File: src/rtl/core/wnm_pkg.sv
package wnm_pkg;

	localparam int MAX_STATES = 64;
	localparam int N_SYM      = MAX_STATES + 1;
	localparam int N_ACT      = MAX_STATES + 2;
	localparam int LEN_W      = $clog2(MAX_STATES + 2);

	localparam logic [7:0] SYM_STAR = 8'h2A;
	localparam logic [7:0] SYM_ANY  = 8'h3F;
	localparam logic [7:0] SYM_NUL  = 8'h00;

	localparam logic [1:0] OP_PAT_BYTE = 2'd0;
	localparam logic [1:0] OP_PAT_END  = 2'd1;
	localparam logic [1:0] OP_TEXT     = 2'd2;
	localparam logic [1:0] OP_WORD_END = 2'd3;

	typedef logic [N_SYM-1:0][7:0] sym_arr_t;

	// Decoded command for the item in the input register, gated by its transfer.
	typedef struct packed {
		logic       pat_byte;
		logic       pat_end;
		logic       text;
		logic       word_end;
		logic [7:0] data;
	} cmd_t;

	typedef struct packed {
		logic             closed;
		logic             overflow_d;
		logic [LEN_W-1:0] len;
	} store_t;

	typedef struct packed {
		logic matched;
		logic alive_d;
	} match_t;

endpackage

File: src/rtl/core/wnm_if.sv
interface wnm_in_if;
	logic       valid;
	logic       ready;
	logic [1:0] opcode;
	logic [7:0] data_byte;

	modport source (output valid, output opcode, output data_byte, input ready);
	modport sink (input valid, input opcode, input data_byte, output ready);
endinterface

interface wnm_out_if;
	logic valid;
	logic ready;
	logic word_done;
	logic matched;
	logic alive;
	logic pattern_overflow;

	modport source (output valid, output word_done, output matched, output alive,
		output pattern_overflow, input ready);
	modport sink (input valid, input word_done, input matched, input alive,
		input pattern_overflow, output ready);
endinterface

File: src/rtl/core/wnm_pattern_store.sv
module wnm_pattern_store (
	input  logic                      clk,
	input  logic                      arst_n,
	input  wnm_pkg::cmd_t             cmd,
	output wnm_pkg::sym_arr_t         sym,
	output logic [wnm_pkg::N_SYM-1:0] star,
	output wnm_pkg::store_t           status
);

	logic [wnm_pkg::LEN_W-1:0] len_q, len_d, base_len;
	logic                      pend_q, pend_d, base_pend;
	logic                      ovf_q, ovf_d, base_ovf;
	logic                      closed_q, closed_d;
	logic                      wr_en;
	logic [7:0]                wr_sym;
	logic                      wr_star;
	logic [wnm_pkg::LEN_W-1:0] wr_idx;
	wnm_pkg::sym_arr_t         sym_q;
	logic [wnm_pkg::N_SYM-1:0] star_q;

	always_comb begin
		// A pattern byte after a closed pattern starts a fresh one.
		base_len  = closed_q ? '0 : len_q;
		base_pend = closed_q ? 1'b0 : pend_q;
		base_ovf  = closed_q ? 1'b0 : ovf_q;
		len_d     = len_q;
		pend_d    = pend_q;
		ovf_d     = ovf_q;
		closed_d  = closed_q;
		wr_en     = 1'b0;
		wr_sym    = cmd.data;
		wr_star   = base_pend;
		wr_idx    = base_len;
		if (cmd.pat_byte) begin
			closed_d = 1'b0;
			len_d    = base_len;
			ovf_d    = base_ovf;
			pend_d   = 1'b0;
			if (!base_pend && cmd.data == wnm_pkg::SYM_STAR) begin
				pend_d = 1'b1;
			end else if (base_len >= wnm_pkg::LEN_W'(wnm_pkg::MAX_STATES)) begin
				ovf_d = 1'b1;
			end else begin
				wr_en = 1'b1;
				len_d = base_len + wnm_pkg::LEN_W'(1);
			end
		end else if (cmd.pat_end && !closed_q) begin
			wr_sym   = wnm_pkg::SYM_NUL;
			wr_star  = pend_q;
			wr_idx   = len_q;
			pend_d   = 1'b0;
			closed_d = 1'b1;
			if (len_q < wnm_pkg::LEN_W'(wnm_pkg::N_SYM)) begin
				wr_en = 1'b1;
				len_d = len_q + wnm_pkg::LEN_W'(1);
			end
		end
	end

	always_ff @(posedge clk or negedge arst_n) begin
		if (!arst_n) begin
			len_q    <= '0;
			pend_q   <= 1'b0;
			ovf_q    <= 1'b0;
			closed_q <= 1'b0;
		end else begin
			len_q    <= len_d;
			pend_q   <= pend_d;
			ovf_q    <= ovf_d;
			closed_q <= closed_d;
		end
	end

	always_ff @(posedge clk) begin
		if (wr_en) begin
			sym_q[wr_idx] <= wr_sym;
		end
	end

	always_ff @(posedge clk or negedge arst_n) begin
		if (!arst_n) begin
			star_q <= '0;
		end else if (wr_en) begin
			star_q[wr_idx] <= wr_star;
		end
	end

	assign sym               = sym_q;
	assign star              = star_q;
	assign status.closed     = closed_q;
	assign status.overflow_d = ovf_d;
	assign status.len        = len_q;

endmodule

File: src/rtl/core/wnm_active_set.sv
module wnm_active_set (
	input  logic                      clk,
	input  logic                      arst_n,
	input  wnm_pkg::cmd_t             cmd,
	input  wnm_pkg::sym_arr_t         sym,
	input  logic [wnm_pkg::N_SYM-1:0] star,
	input  wnm_pkg::store_t           store,
	output logic [wnm_pkg::N_ACT-1:0] active,
	output wnm_pkg::match_t           result
);

	logic [wnm_pkg::N_ACT-1:0] active_q, active_d, nxt;
	logic                      failed_q, failed_d;
	logic [7:0]                feed;
	logic                      any;
	logic                      restart;

	// End of word feeds NUL through the same transition logic as a text byte.
	assign feed = cmd.word_end ? wnm_pkg::SYM_NUL : cmd.data;

	always_comb begin
		nxt = '0;
		for (int i = 0; i < wnm_pkg::N_SYM; i++) begin
			if (active_q[i] && wnm_pkg::LEN_W'(i) < store.len) begin
				if (sym[i] == feed || sym[i] == wnm_pkg::SYM_ANY) begin
					nxt[i+1] = 1'b1;
				end
				if (star[i]) begin
					nxt[i] = 1'b1;
				end
			end
		end
	end

	assign any     = |nxt;
	assign restart = cmd.word_end || (cmd.pat_end && !store.closed);

	always_comb begin
		active_d = active_q;
		failed_d = failed_q;
		if (restart) begin
			active_d = wnm_pkg::N_ACT'(1);
			failed_d = 1'b0;
		end else if (cmd.text && !failed_q) begin
			if (any) begin
				active_d = nxt;
			end else begin
				active_d = '0;
				failed_d = 1'b1;
			end
		end
	end

	always_ff @(posedge clk or negedge arst_n) begin
		if (!arst_n) begin
			active_q <= wnm_pkg::N_ACT'(1);
			failed_q <= 1'b0;
		end else begin
			active_q <= active_d;
			failed_q <= failed_d;
		end
	end

	assign active         = active_q;
	assign result.matched = cmd.word_end && !failed_q && nxt[store.len];
	assign result.alive_d = |active_d;

endmodule

File: src/rtl/core/wildcard_nfa_matcher_core.sv
// Glob matcher (with '*' and '?') run as a bit-parallel NFA over up to
// wnm_pkg::MAX_STATES pattern states. Every transaction on item gives exactly one
// transaction on result, in order. An item is taken into an input register and
// its result is written into the output register as it leaves the input one;
// one item is accepted in every cycle while result is not stalled, and the
// parallel update of the active-state vector against all stored symbols
// sets that rate. Load a pattern with pattern bytes and close it with end of
// pattern (or a zero byte), then stream text bytes and end each word with end of
// word (or a zero text byte), which reports matched and restarts at state 0.
module wildcard_nfa_matcher_core (
	input logic        clk,
	input logic        arst_n,
	wnm_in_if.sink     item,
	wnm_out_if.source  result
);

	logic                      valid_s1;
	logic [1:0]                opcode_s1;
	logic [7:0]                data_s1;
	logic                      advance;
	logic                      fire;
	logic [1:0]                op_eff;
	wnm_pkg::cmd_t             cmd;
	wnm_pkg::sym_arr_t         sym;
	logic [wnm_pkg::N_SYM-1:0] star;
	wnm_pkg::store_t           store;
	wnm_pkg::match_t           match;
	logic [wnm_pkg::N_ACT-1:0] active;
	logic                      out_valid_q;
	logic                      word_done_q;
	logic                      matched_q;
	logic                      alive_q;
	logic                      overflow_q;

	assign advance    = !out_valid_q || result.ready;
	assign fire       = valid_s1 && advance;
	assign item.ready = !valid_s1 || advance;

	always_ff @(posedge clk or negedge arst_n) begin
		if (!arst_n) begin
			valid_s1 <= 1'b0;
		end else if (item.ready) begin
			valid_s1 <= item.valid;
		end
	end

	always_ff @(posedge clk) begin
		if (item.valid && item.ready) begin
			opcode_s1 <= item.opcode;
			data_s1   <= item.data_byte;
		end
	end

	// A zero byte stands for the end item of its kind.
	always_comb begin
		op_eff = opcode_s1;
		if (data_s1 == wnm_pkg::SYM_NUL) begin
			case (opcode_s1)
				wnm_pkg::OP_PAT_BYTE: op_eff = wnm_pkg::OP_PAT_END;
				wnm_pkg::OP_TEXT:     op_eff = wnm_pkg::OP_WORD_END;
				default:              op_eff = opcode_s1;
			endcase
		end
		cmd.pat_byte = fire && op_eff == wnm_pkg::OP_PAT_BYTE;
		cmd.pat_end  = fire && op_eff == wnm_pkg::OP_PAT_END;
		cmd.text     = fire && op_eff == wnm_pkg::OP_TEXT;
		cmd.word_end = fire && op_eff == wnm_pkg::OP_WORD_END;
		cmd.data     = data_s1;
	end

	wnm_pattern_store u_store (
		.clk    (clk),
		.arst_n (arst_n),
		.cmd    (cmd),
		.sym    (sym),
		.star   (star),
		.status (store)
	);

	wnm_active_set u_active (
		.clk    (clk),
		.arst_n (arst_n),
		.cmd    (cmd),
		.sym    (sym),
		.star   (star),
		.store  (store),
		.active (active),
		.result (match)
	);

	always_ff @(posedge clk or negedge arst_n) begin
		if (!arst_n) begin
			out_valid_q <= 1'b0;
		end else if (advance) begin
			out_valid_q <= valid_s1;
		end
	end

	always_ff @(posedge clk) begin
		if (fire) begin
			word_done_q <= cmd.word_end;
			matched_q   <= match.matched;
			alive_q     <= match.alive_d;
			overflow_q  <= store.overflow_d;
		end
	end

	assign result.valid            = out_valid_q;
	assign result.word_done        = word_done_q;
	assign result.matched          = matched_q;
	assign result.alive            = alive_q;
	assign result.pattern_overflow = overflow_q;

	a_match_needs_done: assert property (@(posedge clk) disable iff (!arst_n)
		out_valid_q && matched_q |-> word_done_q)
		else $error("match reported on a transaction that did not end a word");

	a_restart_after_word: assert property (@(posedge clk) disable iff (!arst_n)
		cmd.word_end |=> active == wnm_pkg::N_ACT'(1))
		else $error("active set not back at state zero after end of word");

	a_done_is_alive: assert property (@(posedge clk) disable iff (!arst_n)
		out_valid_q && word_done_q |-> alive_q)
		else $error("end of word left the active set empty");

	a_len_bound: assert property (@(posedge clk) disable iff (!arst_n)
		store.len <= wnm_pkg::LEN_W'(wnm_pkg::N_SYM))
		else $error("pattern length beyond the state store");

endmodule

File: src/flat_wrapper.sv
// flat-port wrapper written by rule: the top's interface ports become plain ports
module wildcard_nfa_matcher_core_flat 
  (clk, arst_n, item_valid, item_opcode, item_data_byte, item_ready, result_valid, result_word_done, result_matched, result_alive, result_pattern_overflow, result_ready);
  wnm_in_if item_i ();
  wnm_out_if result_i ();
  input logic clk;
  input logic arst_n;
  input wire logic [$bits(item_i.valid)-1:0] item_valid;
  input wire logic [$bits(item_i.opcode)-1:0] item_opcode;
  input wire logic [$bits(item_i.data_byte)-1:0] item_data_byte;
  output wire logic [$bits(item_i.ready)-1:0] item_ready;
  output wire logic [$bits(result_i.valid)-1:0] result_valid;
  output wire logic [$bits(result_i.word_done)-1:0] result_word_done;
  output wire logic [$bits(result_i.matched)-1:0] result_matched;
  output wire logic [$bits(result_i.alive)-1:0] result_alive;
  output wire logic [$bits(result_i.pattern_overflow)-1:0] result_pattern_overflow;
  input wire logic [$bits(result_i.ready)-1:0] result_ready;
  assign item_i.valid = item_valid;
  assign item_i.opcode = item_opcode;
  assign item_i.data_byte = item_data_byte;
  assign item_ready = item_i.ready;
  assign result_valid = result_i.valid;
  assign result_word_done = result_i.word_done;
  assign result_matched = result_i.matched;
  assign result_alive = result_i.alive;
  assign result_pattern_overflow = result_i.pattern_overflow;
  assign result_i.ready = result_ready;
  wildcard_nfa_matcher_core u_core (.clk(clk), .arst_n(arst_n), .item(item_i), .result(result_i));
endmodule
File: config.mk
export PLATFORM = sky130hd
export DESIGN_NAME = wildcard_nfa_matcher_core_flat
export DESIGN_NICKNAME = d
export VERILOG_FILES = /design/src/rtl/core/wnm_pkg.sv /design/src/rtl/core/wnm_if.sv /design/src/rtl/core/wnm_pattern_store.sv /design/src/rtl/core/wnm_active_set.sv /design/src/rtl/core/wildcard_nfa_matcher_core.sv /design/src/flat_wrapper.sv
export SDC_FILE = /design/constraint.sdc
export NUM_CORES = 1
export LEC_CHECK = 0
export ABC_AREA = 1
export BUFFER_PORTS_ARGS = -buffer_cell sky130_fd_sc_hd__buf_2
export CORE_MARGIN = 3
export CORE_UTILIZATION = 45
export DETAILED_ROUTE_END_ITERATION = 8
export HOLD_SLACK_MARGIN = 0.08
export PLACE_DENSITY_LB_ADDON = 0.08
export SYNTH_ARGS = -nofsm -noshare
export SYNTH_HDL_FRONTEND = slang
export SYNTH_HIERARCHICAL = 1
export SYNTH_SLANG_ARGS = --single-unit
export TNS_END_PERCENT = 20
File: constraint.sdc
create_clock -name clk -period 7.91 [get_ports clk]
set_clock_uncertainty 0.15 [all_clocks]
set_input_delay 0.791 -clock clk [delete_from_list [all_inputs] [get_ports clk]]
set_output_delay 0.791 -clock clk [all_outputs]
set_load 0.03 [all_outputs]
-- Word level (Yosys, flattened, before mapping)
Cells that the tools add are included.
- bits in registers: 678
- output and inout bits: 6
- bits of input ports: 14
- reduce and logical (&&, ||, !) cells: 160
- equality and inequality tests: 136
- multiplexer cells: 239
- add/sub/neg operators: 2
- $lt $le $gt $ge: 70
- operators with widths (kind ; number):
    $eq 8x6->1 const B ; 66
    $bwmux 520 ; 1
    $eq 8x8->1 ; 65
    $lt 6x7->1 const A ; 32
    $mux 66 ; 3
    $mux 1 ; 152
    $mux 2 ; 66
    $reduce_or 66->1 ; 2
    $lt 5x7->1 const A ; 16
    $logic_and 1x1->1 ; 77
    $logic_or 1x1->1 ; 68
    $bwmux 65 ; 1
    $demux 8 s7 ; 1
    $lt 4x7->1 const A ; 8
    $mux 7 ; 8
    $mux 8 ; 4
    $lt 3x7->1 const A ; 4
    $lt 7x8->1 const B ; 2
    $add 7x1->7 const B ; 2
    $lt 1x7->1 const A ; 2
    $lt 2x7->1 const A ; 2
    $logic_not 8->1 ; 1
    $bmux 1 s7 ; 1
    $demux 1 s7 ; 1
    12 further kinds ; 22

-- Depth between registers and ports, before layout
- depth in word-level cells: 143
- mapped depth: 29
- depth with buffers taken out: 26

-- Cells and area by module
The synthesis kept the hierarchy.
- by module, submodules not included (module ; sequential area each (um^2) ; instances ; cells an instance ; area each (um^2)):
    wnm_pattern_store ; 17491.8 ; 1 ; 1215 ; 20115.5
    wnm_active_set ; 1677.9 ; 1 ; 3364 ; 16154.2
    wildcard_nfa_matcher_core ; 470.5 ; 1 ; 39 ; 569.3

-- Least setup slack after synthesis
No wires, ideal clock.
- path type: in2reg
- from: in result_ready
- to: reg u_core.alive_q (netlist: u_core/result.alive) (data pin)
- slack: 4659 ps
- path buffers: 4
- stages on the path: 23
- data required time: 7500 ps
- arrival: 2841 ps
- path through: inv_1 > nand2_1 > nand3_1 > nor2_1 > buf_6 > inv_4 > buf_8 > nand2_2 > buf_6 > buf_4 > nand2_1 > nand4_1 > nor2_1 > nand2_1 > o21ai_1 > a21oi_1 > nand2_1 > nand2_1 > nand2_1 > nor3_1 > nand3b_1 > nor2_1 > nand3_1
- RTL lines (what ; line ; source):
    start, declared ; flat_wrapper.sv:17 ; input wire logic [$bits(result_i.ready)-1:0] result_ready;
    end signal, assigned ; wildcard_nfa_matcher_core.sv:103 ; alive_q <= match.alive_d;
    end, declared ; wildcard_nfa_matcher_core.sv:32 ; logic alive_q;

==> results.json <==
{
  "synth_edf_count": 534,
  "grt_start_max_net_pins": 94,
  "peakVddDrop_v": 0.000177,
  "async_flop_share_pct": 21.2,
  "grt_pass1_vias": 28800,
  "path_clk_slew_ns": 0.06,
  "synthFlopType": "edfxtp_1",
  "maxCapViolCount": 0,
  "place_ws_ns": 2.14,
  "drive_gt1_share_pct": 6.31,
  "die_height_um": 292,
  "crit_buf_inv": 2,
  "ctsResizeCount": 0,
  "cts_setup_buffers": 0,
  "core_mm2": 0.0808,
  "die_w_um": 292,
  "routabilityCongestion": 1.01,
  "root_buffer": "clkbuf_16",
  "max_slew_margin_pct": 27.9,
  "synth_cell_types": 47,
  "powerDensity_mw_per_mm2": 250,
  "p_sw_share_pct": 33.2,
  "period_share_pct": 72.9,
  "max_freq_mhz": 173,
  "row_count": 104,
  "drt_iter0_drc": 2790,
  "hold-worst-slack_ns": 0.116,
  "pwr-share-clk_pct": 35.7,
  "hpwl_um": 78600,
  "holdCritPathClass": "in2async",
  "syn_area_mm2": 0.0368,
  "crit_top_cell": "nand2_1",
  "yosysWarnings": 6,
  "wl_per_cell_um": 21.1,
  "setup_slack_ns": 2.15,
  "rsz0062_at_grt": "false",
  "p_switching_mw": 3.35,
  "reg2reg_slack_ns": 2.15,
  "htreeDepth": 3,
  "required_ns": 8.13,
  "seqPwrFrac_pct": 41.6,
  "start_util_pct": 45.6,
  "r2r_cells": 21,
  "syn_avg_cell_area_um2": 7.98,
  "grtUsageTotal_pct": 28.1,
  "tightest_slew_ns": 1.08,
  "drc": 0,
  "dieArea_mm2": 0.0853,
  "cp-end-kind": "register",
  "internal_power_mw": 6.73,
  "final_cell_mix": "nand2_1 (1795), inv_1 (683), edfxtp_1 (534)",
  "max_stage_delay_ns": 0.81,
  "seq_area_frac_synth_pct": 53.3,
  "drv_slew": 0,
  "nets": 4624,
  "post-route-min-period_ns": 5.76,
  "p_comb_share_pct": 22.7,
  "ctsHoldBuffers": 0,
  "via_per_inst": 5.32,
  "setup_viol": 0,
  "final_common_cell": "nand2_1",
  "path_max_fanout": 43,
  "cts_tree": "done",
  "cp_top_family": "simple AND/OR/NAND/NOR gates",
  "grt_pass1_wl_um": 180000,
  "cts_made_buffers": 78,
  "firstDrtPassIters": 7,
  "cts_buffer_depth": 3,
  "synth-seq-cells": 678,
  "antenna_left": 0,
  "syn-num-nets": 4635,
  "arrival_ns": 5.99,
  "reg2reg_to": "u_core/result.alive$_DFFE_PP_",
  "cp_slowest_cell": "nor2_2",
  "critPathLaunchType": "register",
  "timing.rr.start": "u_core/data_s1[4]$_DFFE_PP_",
  "syn_inst": 4618,
  "setup_tns_ns": 0,
  "path_cells": "nor2_1 > nand2_1 > nor2_2 > nor2_1 > nor2_2 > inv_4 > nand2_4 > buf_4 > nand2_1 > nand4_1 > nor2_1 > nand2_1 > nand2_1 > a21boi_0 > nand2_1 > nand3_1 > nand2_1 > nor2_1 > nand3b_1 > nor2_1 > nand3_1",
  "power_leakage_nw": 19.0,
  "clock_sinks": 678,
  "syn_to_final_growth_pct": 9.74,
  "antenna_found_initial": 0,
  "routed_wl_um": 121000,
  "globalRouteOverflowTotal": 0,
  "crit_type": "reg2reg",
  "status": "completed",
  "vias": 30500,
  "n_antenna_cell": 0,
  "clock_latency_ns": 0.63,
  "finalPower_mw": 10.1,
  "num_io_pins": 20,
  "io_buffer_count": 19,
  "finalHoldViolCount": 0
}
-- routing by layer --
metal	routed length [um]	GRT usage, %	share of wire (%)
met1	53100	38.9	44
met2	55900	46.3	46
met3	8430	3.76	7.0
met4	3330	8.31	2.8
met5	0	0	0
-- Yosys cell counts (all sizes together), types with 14 or more instances --
cell | number | area [um2]
nand2 | 1805 | 6800
inv | 703 | 2640
edfxtp | 534 | 16000
nor2 | 380 | 1480
nand3 | 266 | 1340
nand4 | 202 | 1260
dfrtp | 143 | 3580
buf | 110 | 682
nor4 | 84 | 526
xor2 | 69 | 604
or2 | 59 | 369
clkbuf | 54 | 205
a21oi | 53 | 269
o21ai | 37 | 185
a211oi | 30 | 225
nor3 | 27 | 135
a21boi | 15 | 116
o211ai | 14 | 105
-- flip-flops by register name, summed over array words and instances, names as in the netlist --
signal / cells
u_core/data_s1: 8
u_core/opcode_s1: 2
u_core/result.alive: 1
u_core/result.matched: 1
u_core/result.pattern_overflow: 1
u_core/result.valid: 1
u_core/result.word_done: 1
u_core/u_active/active: 66
u_core/u_active/failed_q: 1
u_core/u_store/closed_q: 1
u_core/u_store/len_q: 7
u_core/u_store/ovf_q: 1
u_core/u_store/pend_q: 1
u_core/u_store/star: 65
u_core/u_store/sym: 520
u_core/valid_s1: 1
-- final cells by class --
class,count,area [um2]
multi-input combinational,3071,13700
inverter,705,2660
clock inverter,38,337
tap,1060,1330
timing repair buffer,73,532
fill,7694,40400
sequential,678,19600
clock buffer,107,2180
-- metrics by stage --
step,utilization [%],instances,cell area [um2]
5_1_grt,50.0,5732,40400
3_5_place_dp,46.9,5587,37900
6_report,50.0,5732,40400
4_1_cts,50.0,5732,40400
2_1_floorplan,-,4618,36800
3_3_place_gp,46.9,5587,37900
-- cell families after synthesis --
logic type / Yosys count / synth area share (%)
simple gates: 2839 / 32.7
buf+inv: 869 / 9.60
flops: 678 / 53.3
compound gates: 155 / 2.57
xor+xnor: 74 / 1.76
fa+ha+maj: 3 / 0.102
-- worst max-delay path by stage --
stage | from | to | slack (ns) | cells past startpoint
floorplan | result_ready | u_core/result.alive$_DFFE_PP_ | 4.66 | 23
finish | u_core/data_s1[4]$_DFFE_PP_ | u_core/result.alive$_DFFE_PP_ | 2.15 | 21
global placement | result_ready | u_core/result.alive$_DFFE_PP_ | 2.13 | 21
CTS | u_core/data_s1[4]$_DFFE_PP_ | u_core/result.alive$_DFFE_PP_ | 2.22 | 21
global route | u_core/data_s1[4]$_DFFE_PP_ | u_core/result.alive$_DFFE_PP_ | 1.80 | 21
detailed placement | result_ready | u_core/result.alive$_DFFE_PP_ | 2.14 | 21
-- power groups by stage --
stage | registers, mW | clock network (mW) | logic (mW)
2_1_floorplan | 4.22 | 0 | 1.40
3_3_place_gp | 4.26 | 0 | 2.23
3_5_place_dp | 4.27 | 0 | 2.23
4_1_cts | 4.19 | 3.66 | 2.24
5_1_grt | 4.21 | 3.80 | 2.47
6_report | 4.20 | 3.60 | 2.29
Note: power is estimated with default switching activity, not from simulation.
